### src/hdl/eul_pkg.sv
// Package for the Euler angle to rotation matrix block.
// Holds formats, payload structs, constant tables and rounding helpers.
// No dependencies.
package eul_pkg;

  localparam int MATRIX_FRAC_BITS = 14;
  localparam int CORDIC_STAGES    = 16;
  localparam int HALF_TURN_DEG    = 180;
  localparam int UNITS_PER_DEG    = 64;
  localparam int FULL_TURN        = 2 * HALF_TURN_DEG * UNITS_PER_DEG;
  localparam int QUARTER_TURN     = FULL_TURN / 4;
  localparam int CORDIC_FRAC      = 30;
  localparam int CORDIC_GAIN_INV  = 652032874;
  localparam int ATAN_LEN         = 32;
  localparam int NSTAGE = (CORDIC_STAGES < ATAN_LEN) ? CORDIC_STAGES : ATAN_LEN;

  localparam int FIELD_W = 16;
  localparam int ANG_W   = 16;
  localparam int R_W     = $clog2(FULL_TURN);
  localparam int T_W     = $clog2(QUARTER_TURN);
  localparam int SC_W    = MATRIX_FRAC_BITS + 2;
  localparam int PR_W    = SC_W + 2;
  localparam int CW      = CORDIC_FRAC + 3;

  // The full turn is an odd factor times a power of two; the binary angle
  // is formed as quotient and remainder by the odd factor.
  localparam int Z_POW    = 9;
  localparam int Z_ODD    = FULL_TURN >> Z_POW;
  localparam int Z_SCALE  = 32 - Z_POW;
  localparam int Z_HALF   = (FULL_TURN / 2) >> Z_POW;
  localparam int ZREC_SH  = 19;
  localparam int ZREC     = ((1 << ZREC_SH) + Z_ODD - 1) / Z_ODD;
  localparam int ZREC_W   = $clog2(ZREC + 1);
  localparam int Q1_W     = T_W + ZREC_W - ZREC_SH;
  localparam int REM_W    = $clog2(Z_ODD);

  localparam int NARROW_SH = CORDIC_FRAC - MATRIX_FRAC_BITS;
  localparam longint NARROW_HALF = (NARROW_SH == 0) ? 0 : (64'sd1 <<< (NARROW_SH - 1));
  localparam longint ONE = 64'sd1 <<< MATRIX_FRAC_BITS;

  typedef struct packed {
    logic signed [ANG_W-1:0] pitch_deg;
    logic signed [ANG_W-1:0] yaw_deg;
    logic signed [ANG_W-1:0] roll_deg;
  } eul_in_t;

  typedef struct packed {
    logic signed [FIELD_W-1:0] m0x;
    logic signed [FIELD_W-1:0] m0y;
    logic signed [FIELD_W-1:0] m0z;
    logic signed [FIELD_W-1:0] m1x;
    logic signed [FIELD_W-1:0] m1y;
    logic signed [FIELD_W-1:0] m1z;
    logic signed [FIELD_W-1:0] m2x;
    logic signed [FIELD_W-1:0] m2y;
    logic signed [FIELD_W-1:0] m2z;
  } eul_out_t;

  typedef struct packed {
    logic signed [SC_W-1:0] s;
    logic signed [SC_W-1:0] c;
  } eul_sc_t;

  localparam logic [31:0] ATAN_TBL [ATAN_LEN] = '{
    32'h20000000, 32'h12E4051E, 32'h09FB385B, 32'h051111D4, 32'h028B0D43, 32'h0145D7E1,
    32'h00A2F61E, 32'h00517C55, 32'h0028BE53, 32'h00145F2F, 32'h000A2F98, 32'h000517CC,
    32'h00028BE6, 32'h000145F3, 32'h0000A2FA, 32'h0000517D, 32'h000028BE, 32'h0000145F,
    32'h00000A30, 32'h00000518, 32'h0000028C, 32'h00000146, 32'h000000A3, 32'h00000051,
    32'h00000029, 32'h00000014, 32'h0000000A, 32'h00000005, 32'h00000003, 32'h00000001,
    32'h00000001, 32'h00000000
  };

  typedef logic [Z_SCALE-1:0] zfrac_tbl_t [Z_ODD];

  function automatic zfrac_tbl_t build_zfrac();
    zfrac_tbl_t tbl;
    longint v;
    for (int k = 0; k < Z_ODD; k++) begin
      v = ((longint'(k) <<< Z_SCALE) + Z_HALF) / Z_ODD;
      tbl[k] = v[Z_SCALE-1:0];
    end
    return tbl;
  endfunction

  localparam zfrac_tbl_t ZFRAC_TBL = build_zfrac();

  function automatic logic signed [PR_W-1:0] mul_round(input logic signed [PR_W-1:0] a,
                                                      input logic signed [PR_W-1:0] b);
    logic signed [2*PR_W-1:0] p;
    p = a * b + (2*PR_W)'(ONE >>> 1);
    p = p >>> MATRIX_FRAC_BITS;
    return p[PR_W-1:0];
  endfunction

  function automatic logic [FIELD_W-1:0] pack_entry(input logic signed [PR_W-1:0] v);
    logic signed [PR_W-1:0] c;
    if (v > PR_W'(ONE)) c = PR_W'(ONE);
    else if (v < -PR_W'(ONE)) c = -PR_W'(ONE);
    else c = v;
    return c[FIELD_W-1:0];
  endfunction

endpackage

### src/hdl/eul_cordic_lane.sv
// One sine and cosine lane: angle reduction, pipelined CORDIC and quadrant fix.
// Depends on eul_pkg.
module eul_cordic_lane import eul_pkg::*; (
  input  logic                    clk,
  input  logic                    en,
  input  logic signed [ANG_W-1:0] angle,
  output eul_sc_t                 sc
);

  // Reduction stage.
  logic signed [ANG_W:0] ax;
  logic signed [ANG_W:0] rs;
  logic [R_W-1:0]        r;
  logic [1:0]            q_nxt;
  logic [T_W-1:0]        t_nxt;
  logic [1:0]            q_a_r;
  logic [T_W-1:0]        t_a_r;

  always_comb begin
    ax = (ANG_W+1)'(angle);
    if (ax >= (ANG_W+1)'(FULL_TURN)) rs = ax - (ANG_W+1)'(FULL_TURN);
    else if (ax >= 0) rs = ax;
    else if (ax >= -(ANG_W+1)'(FULL_TURN)) rs = ax + (ANG_W+1)'(FULL_TURN);
    else rs = ax + (ANG_W+1)'(2 * FULL_TURN);
    r = rs[R_W-1:0];
    if (r >= R_W'(3 * QUARTER_TURN)) begin
      q_nxt = 2'd3;
      t_nxt = T_W'(r - R_W'(3 * QUARTER_TURN));
    end else if (r >= R_W'(2 * QUARTER_TURN)) begin
      q_nxt = 2'd2;
      t_nxt = T_W'(r - R_W'(2 * QUARTER_TURN));
    end else if (r >= R_W'(QUARTER_TURN)) begin
      q_nxt = 2'd1;
      t_nxt = T_W'(r - R_W'(QUARTER_TURN));
    end else begin
      q_nxt = 2'd0;
      t_nxt = T_W'(r);
    end
  end

  always_ff @(posedge clk) begin
    if (en) begin
      q_a_r <= q_nxt;
      t_a_r <= t_nxt;
    end
  end

  // Binary angle stage: quotient by reciprocal, remainder through a table.
  logic [T_W+ZREC_W-1:0] qprod;
  logic [Q1_W-1:0]       q1;
  logic [T_W-1:0]        rem_full;
  logic signed [CW-1:0]  z_nxt;
  logic signed [CW-1:0]  z_b_r;
  logic [1:0]            q_b_r;

  always_comb begin
    qprod    = t_a_r * ZREC_W'(ZREC);
    q1       = qprod[T_W+ZREC_W-1:ZREC_SH];
    rem_full = t_a_r - T_W'(q1 * T_W'(Z_ODD));
    z_nxt    = (CW'(q1) <<< Z_SCALE) + CW'(ZFRAC_TBL[rem_full[REM_W-1:0]]);
  end

  always_ff @(posedge clk) begin
    if (en) begin
      z_b_r <= z_nxt;
      q_b_r <= q_a_r;
    end
  end

  // CORDIC stages, one rotation per register.
  logic signed [CW-1:0] xs [NSTAGE+1];
  logic signed [CW-1:0] ys [NSTAGE+1];
  logic signed [CW-1:0] zs [NSTAGE+1];
  logic [1:0]           qs [NSTAGE+1];
  logic signed [CW-1:0] x_r [NSTAGE];
  logic signed [CW-1:0] y_r [NSTAGE];
  logic signed [CW-1:0] z_r [NSTAGE];
  logic [1:0]           q_r [NSTAGE];

  assign xs[0] = CW'(CORDIC_GAIN_INV);
  assign ys[0] = '0;
  assign zs[0] = z_b_r;
  assign qs[0] = q_b_r;

  for (genvar i = 0; i < NSTAGE; i++) begin : g_stage
    always_ff @(posedge clk) begin
      if (en) begin
        if (zs[i] >= 0) begin
          x_r[i] <= xs[i] - (ys[i] >>> i);
          y_r[i] <= ys[i] + (xs[i] >>> i);
          z_r[i] <= zs[i] - CW'(ATAN_TBL[i]);
        end else begin
          x_r[i] <= xs[i] + (ys[i] >>> i);
          y_r[i] <= ys[i] - (xs[i] >>> i);
          z_r[i] <= zs[i] + CW'(ATAN_TBL[i]);
        end
        q_r[i] <= qs[i];
      end
    end
    assign xs[i+1] = x_r[i];
    assign ys[i+1] = y_r[i];
    assign zs[i+1] = z_r[i];
    assign qs[i+1] = q_r[i];
  end

  // Narrowing and quadrant selection.
  function automatic logic signed [SC_W-1:0] narrow(input logic signed [CW-1:0] v);
    logic signed [CW-1:0] w;
    w = (v + CW'(NARROW_HALF)) >>> NARROW_SH;
    if (w > CW'(ONE)) w = CW'(ONE);
    else if (w < -CW'(ONE)) w = -CW'(ONE);
    return w[SC_W-1:0];
  endfunction

  logic signed [SC_W-1:0] c_n;
  logic signed [SC_W-1:0] s_n;
  eul_sc_t                sc_nxt;
  eul_sc_t                sc_r;

  always_comb begin
    c_n = narrow(xs[NSTAGE]);
    s_n = narrow(ys[NSTAGE]);
    case (qs[NSTAGE])
      2'd0: begin
        sc_nxt.c = c_n;
        sc_nxt.s = s_n;
      end
      2'd1: begin
        sc_nxt.c = -s_n;
        sc_nxt.s = c_n;
      end
      2'd2: begin
        sc_nxt.c = -c_n;
        sc_nxt.s = -s_n;
      end
      default: begin
        sc_nxt.c = s_n;
        sc_nxt.s = -c_n;
      end
    endcase
  end

  always_ff @(posedge clk) begin
    if (en) begin
      sc_r <= sc_nxt;
    end
  end

  assign sc = sc_r;

endmodule

### config.mk
export PLATFORM = sky130hd
export DESIGN_NAME = eul_cordic_lane
export DESIGN_NICKNAME = d
export VERILOG_FILES = /design/src/hdl/eul_pkg.sv /design/src/hdl/eul_cordic_lane.sv
export SDC_FILE = /design/constraint.sdc
export NUM_CORES = 2
export LEC_CHECK = 0
export BUFFER_PORTS_ARGS = -buffer_cell sky130_fd_sc_hd__buf_2
export CELL_PAD_IN_SITES_DETAIL_PLACEMENT = 1
export CELL_PAD_IN_SITES_GLOBAL_PLACEMENT = 2
export CORE_AREA = 2 2 524 526
export DETAILED_ROUTE_END_ITERATION = 10
export DIE_AREA = 0 0 526 528
export GPL_TIMING_DRIVEN = 1
export PLACE_DENSITY_LB_ADDON = 0.1
export SLEW_MARGIN = 10
export SYNTH_ARGS = -nofsm -noshare
export SYNTH_HDL_FRONTEND = slang
export SYNTH_SLANG_ARGS = --single-unit
### constraint.sdc
create_clock -name clk -period 17 [get_ports clk]
set_input_delay 3.4 -clock clk [delete_from_list [all_inputs] [get_ports clk]]
set_output_delay 3.4 -clock clk [all_outputs]
set_load 0.05 [all_outputs]
==> flow_metrics.tcl <==
set metrics [dict create \
    cts_hold_buffers 0 \
    synth-warning-count 0 \
    final_layout_size_suffix_gt1_share_pct 4.78 \
    min-delay-start "q_r[0][12]" \
    setup_total_negative_slack_ps 0 \
    drtIter0Drc 5283 \
    regToRegEndpoint "z_b_r[3]" \
    fp.coreArea_sq_um 272000 \
    place_congestion 0.895 \
    area_growth_pct 8.69 \
    route.detailed.wl_per_inst_um 22.2 \
    clock_pin_slew_on_the_worst_setup_and_hold_paths_ps 60 \
    tritoncts "yes" \
    detail-route-antenna-nets 0 \
    clock_skew_ps 47.9 \
    worst-setup-path-type "reg2reg" \
    area_fraction_of_the_dominant_cell_type_after_synthesis_pct 35.9 \
    grt-ovfl-total 0 \
    syn_avg_cell_area_sq_um 9.84 \
    cts_sinks 1455 \
    port_buffers 49 \
    routed-via-count 95183 \
    yosys_register_bits 1455 \
    placed_cells 15886 \
    number_of_synthesized_flops_with_an_enable_pin 1455 \
    hpwlAfterDp_mm 287 \
    cts_max_level 4 \
    yosysTopAreaCell "edfxtp_1" \
    max_freq_mhz 112 \
    r2r_cells 31 \
    hold_class "reg2reg" \
    yosys_most_used_dff "edfxtp_1" \
    route.detailed.drc 0 \
    hold_depth 0 \
    synth-async-reset-ratio_pct 0 \
    clock-root-buffer "clkbuf_16" \
    max-clock-path-buffers 4 \
    final_period_minus_worst_setup_slack_ps 8950 \
    first_global_vias 98747 \
    worstSkewPairLatency_ps 880 \
    yosysUniqueCellTypes 103 \
    post_synth_main_area_contributors "edfxtp_1 36%, ha_1 15%, xnor2_1 8.5%" \
    post-cts-setup-buffer-count 0 \
    holdPathEnd "q_r[0][14]" \
    cts_resized 0 \
    drv.max_cap_violation_count 0 \
    timing.hold.ws_ps 414 \
    startpoint_type "register" \
    floorplan.die_area_sq_um 278000 \
    relative_slew_slack_pct 22.2 \
    cell_count_final_fillers_out 16226 \
    num-nets-final 14010 \
    grt_start_max_net_pins 150 \
    timing.final.setup_violations 0 \
    floorplan.initialDensity_pct 44.7 \
    crit_slowest_cell "xnor2_1" \
    die_w_um 526 \
    tritoncts.num_buffers 182 \
    total_count_of_max_transition_violations_in_the_final_report 0 \
    grt_first_pass_wirelength_mm 567 \
    rsz0062_at_grt "false" \
    critical_path_most_common_cell "ha_1" \
    number_of_antenna_violations_at_the_first_check_in_global_routing 7 \
    critPathRequiredTime_ps 17600 \
    via_per_inst 5.87 \
    first_pass_iters 5 \
    critical-path-max-stage-delay_ps 740 \
    rows 192 \
    worstSetupEndpointType "register" \
    top_level_ports 50 \
    critical_path.max_fanout 11 \
    floorplan.die.height_um 528 \
    grtUsageTotal_pct 25.4 \
    reg2reg_setup_slack_ps 8050 \
    crit_path_arrival_time_ps 9540 \
    finalHoldViolCount 0 \
    run_status "finished, final reports clean" \
    min_period_over_period_pct 52.6 \
    netlist_area_sq_um 122000 \
    r2r-start "t_a_r[2]" \
    timing_worst_slew_pin_value_ps 1160 \
    seq_area_frac_synth_pct 35.9 \
    route.final.wire_length_mm 361 \
    number_of_standard_cells_after_synthesis 12381 \
]
registers in the layout, summed over array words and instances, names as in the netlist:
register,count
z_r,455
y_r,448
x_r,446
q_r,32
sc,32
z_b_r,25
t_a_r,13
q_a_r,2
q_b_r,2
logic make-up after synthesis:
logic type / after synthesis / share of synthesized area, %
compound gates: 3732 / 19.6
xor+xnor: 1787 / 12.9
fa+ha+maj: 1511 / 16.0
buf+inv: 774 / 2.42
flops: 1455 / 35.9
mux: 135 / 1.29
other cells: 1 / 0.00308
simple gates: 2986 / 12.0
metal layers:
| layer | global-route usage [%] | wire [um] |
|---|---|---|
| met5 | 0 | 13 |
| met4 | 6.52 | 9070 |
| met3 | 2.50 | 11200 |
| met2 | 45.9 | 181000 |
| met1 | 32.3 | 160000 |
critical path, delay by kind of cell, from the launching register on:
family,cells,cell delay (ps)
buffers and inverters,5,360
and+or+nand+nor,5,920
adders and majority gates,11,4310
DFF,1,480
xor gates and xnor gates,2,950
AOI/OAI and AO/OA,8,1650
final cells by class:
| class | count | area, sq um |
|---|---|---|
| multi-input combinational | 10153 | 75200 |
| inverter | 567 | 2130 |
| clock buffer | 208 | 4720 |
| antenna | 6 | 15.0 |
| timing repair buffer | 122 | 833 |
| clock inverter | 126 | 1320 |
| fill | 30397 | 140000 |
| tap | 3589 | 4490 |
| sequential | 1455 | 43700 |
cells in the mapped netlist (79+ instances only):
master    instances
nor3_1          291
a21oi_1        1236
nor2b_1         131
fa_1             79
edfxtp_1       1455
inv_1           558
nor2_1          852
a211oi_1        103
o21ai_0         639
nand4_1          90
o31ai_1         134
xnor2_1        1179
clkbuf_1        159
xor2_1          607
nor4_1          105
nand2b_1        192
nand2_1         677
nand3_1         222
o21a_1          243
a31oi_1         106
o21bai_1        132
ha_1           1432
and3_1          102
a21o_1          568
placed cells by master (no fill, tap or decap), types with 52 or more instances in the layout:
| cell | netlist | final |
|---|---|---|
| a21o_1 | 568 | 568 |
| nand3_1 | 222 | 222 |
| o211ai_1 | 67 | 67 |
| a21oi_1 | 1236 | 1236 |
| and2_1 | 65 | 64 |
| nor2_1 | 852 | 852 |
| or3_1 | 61 | 61 |
| nor3_1 | 291 | 291 |
| mux2i_1 | 52 | 52 |
| ha_1 | 1432 | 1432 |
| or4_1 | 56 | 56 |
| xnor2_1 | 1179 | 1179 |
| buf_4 | 3 | 71 |
| inv_1 | 558 | 556 |
| nand2b_1 | 192 | 192 |
| nand2_1 | 677 | 666 |
| o21ai_0 | 639 | 639 |
| o31ai_1 | 134 | 134 |
| o21bai_1 | 132 | 132 |
| edfxtp_1 | 1455 | 1455 |
| mux2_2 | 72 | 72 |
| nor2b_1 | 131 | 131 |
| clkbuf_16 | 0 | 185 |
| nor4_1 | 105 | 105 |
| a211oi_1 | 103 | 103 |
| nand4_1 | 90 | 90 |
| o21a_1 | 243 | 243 |
| xor2_1 | 607 | 607 |
| a31oi_1 | 106 | 106 |
| and3_1 | 102 | 102 |
| fa_1 | 79 | 79 |
through the flow:
step	setup slack [ps]	area, sq um	util, %
after global placement	7470	126000	46.4
after detailed placement	7340	126000	46.4
after floorplan	9180	122000	-
after CTS	8020	132000	48.6
final	8050	132000	48.6
after global routing	7490	132000	48.6
worst max path at each step:
stage	cells after the start	from	end
global route	31	t_a_r[2]	z_b_r[3]
global placement	19	en	y_r[1][130]
CTS	31	t_a_r[2]	z_b_r[3]
finish	31	t_a_r[2]	z_b_r[3]
floorplan	17	en	y_r[1][130]
detailed placement	20	en	x_r[1][197]
Power is left out: the tool's default activity adds up to more than one toggle a clock period on the data nets, which glitch-free logic cannot reach.
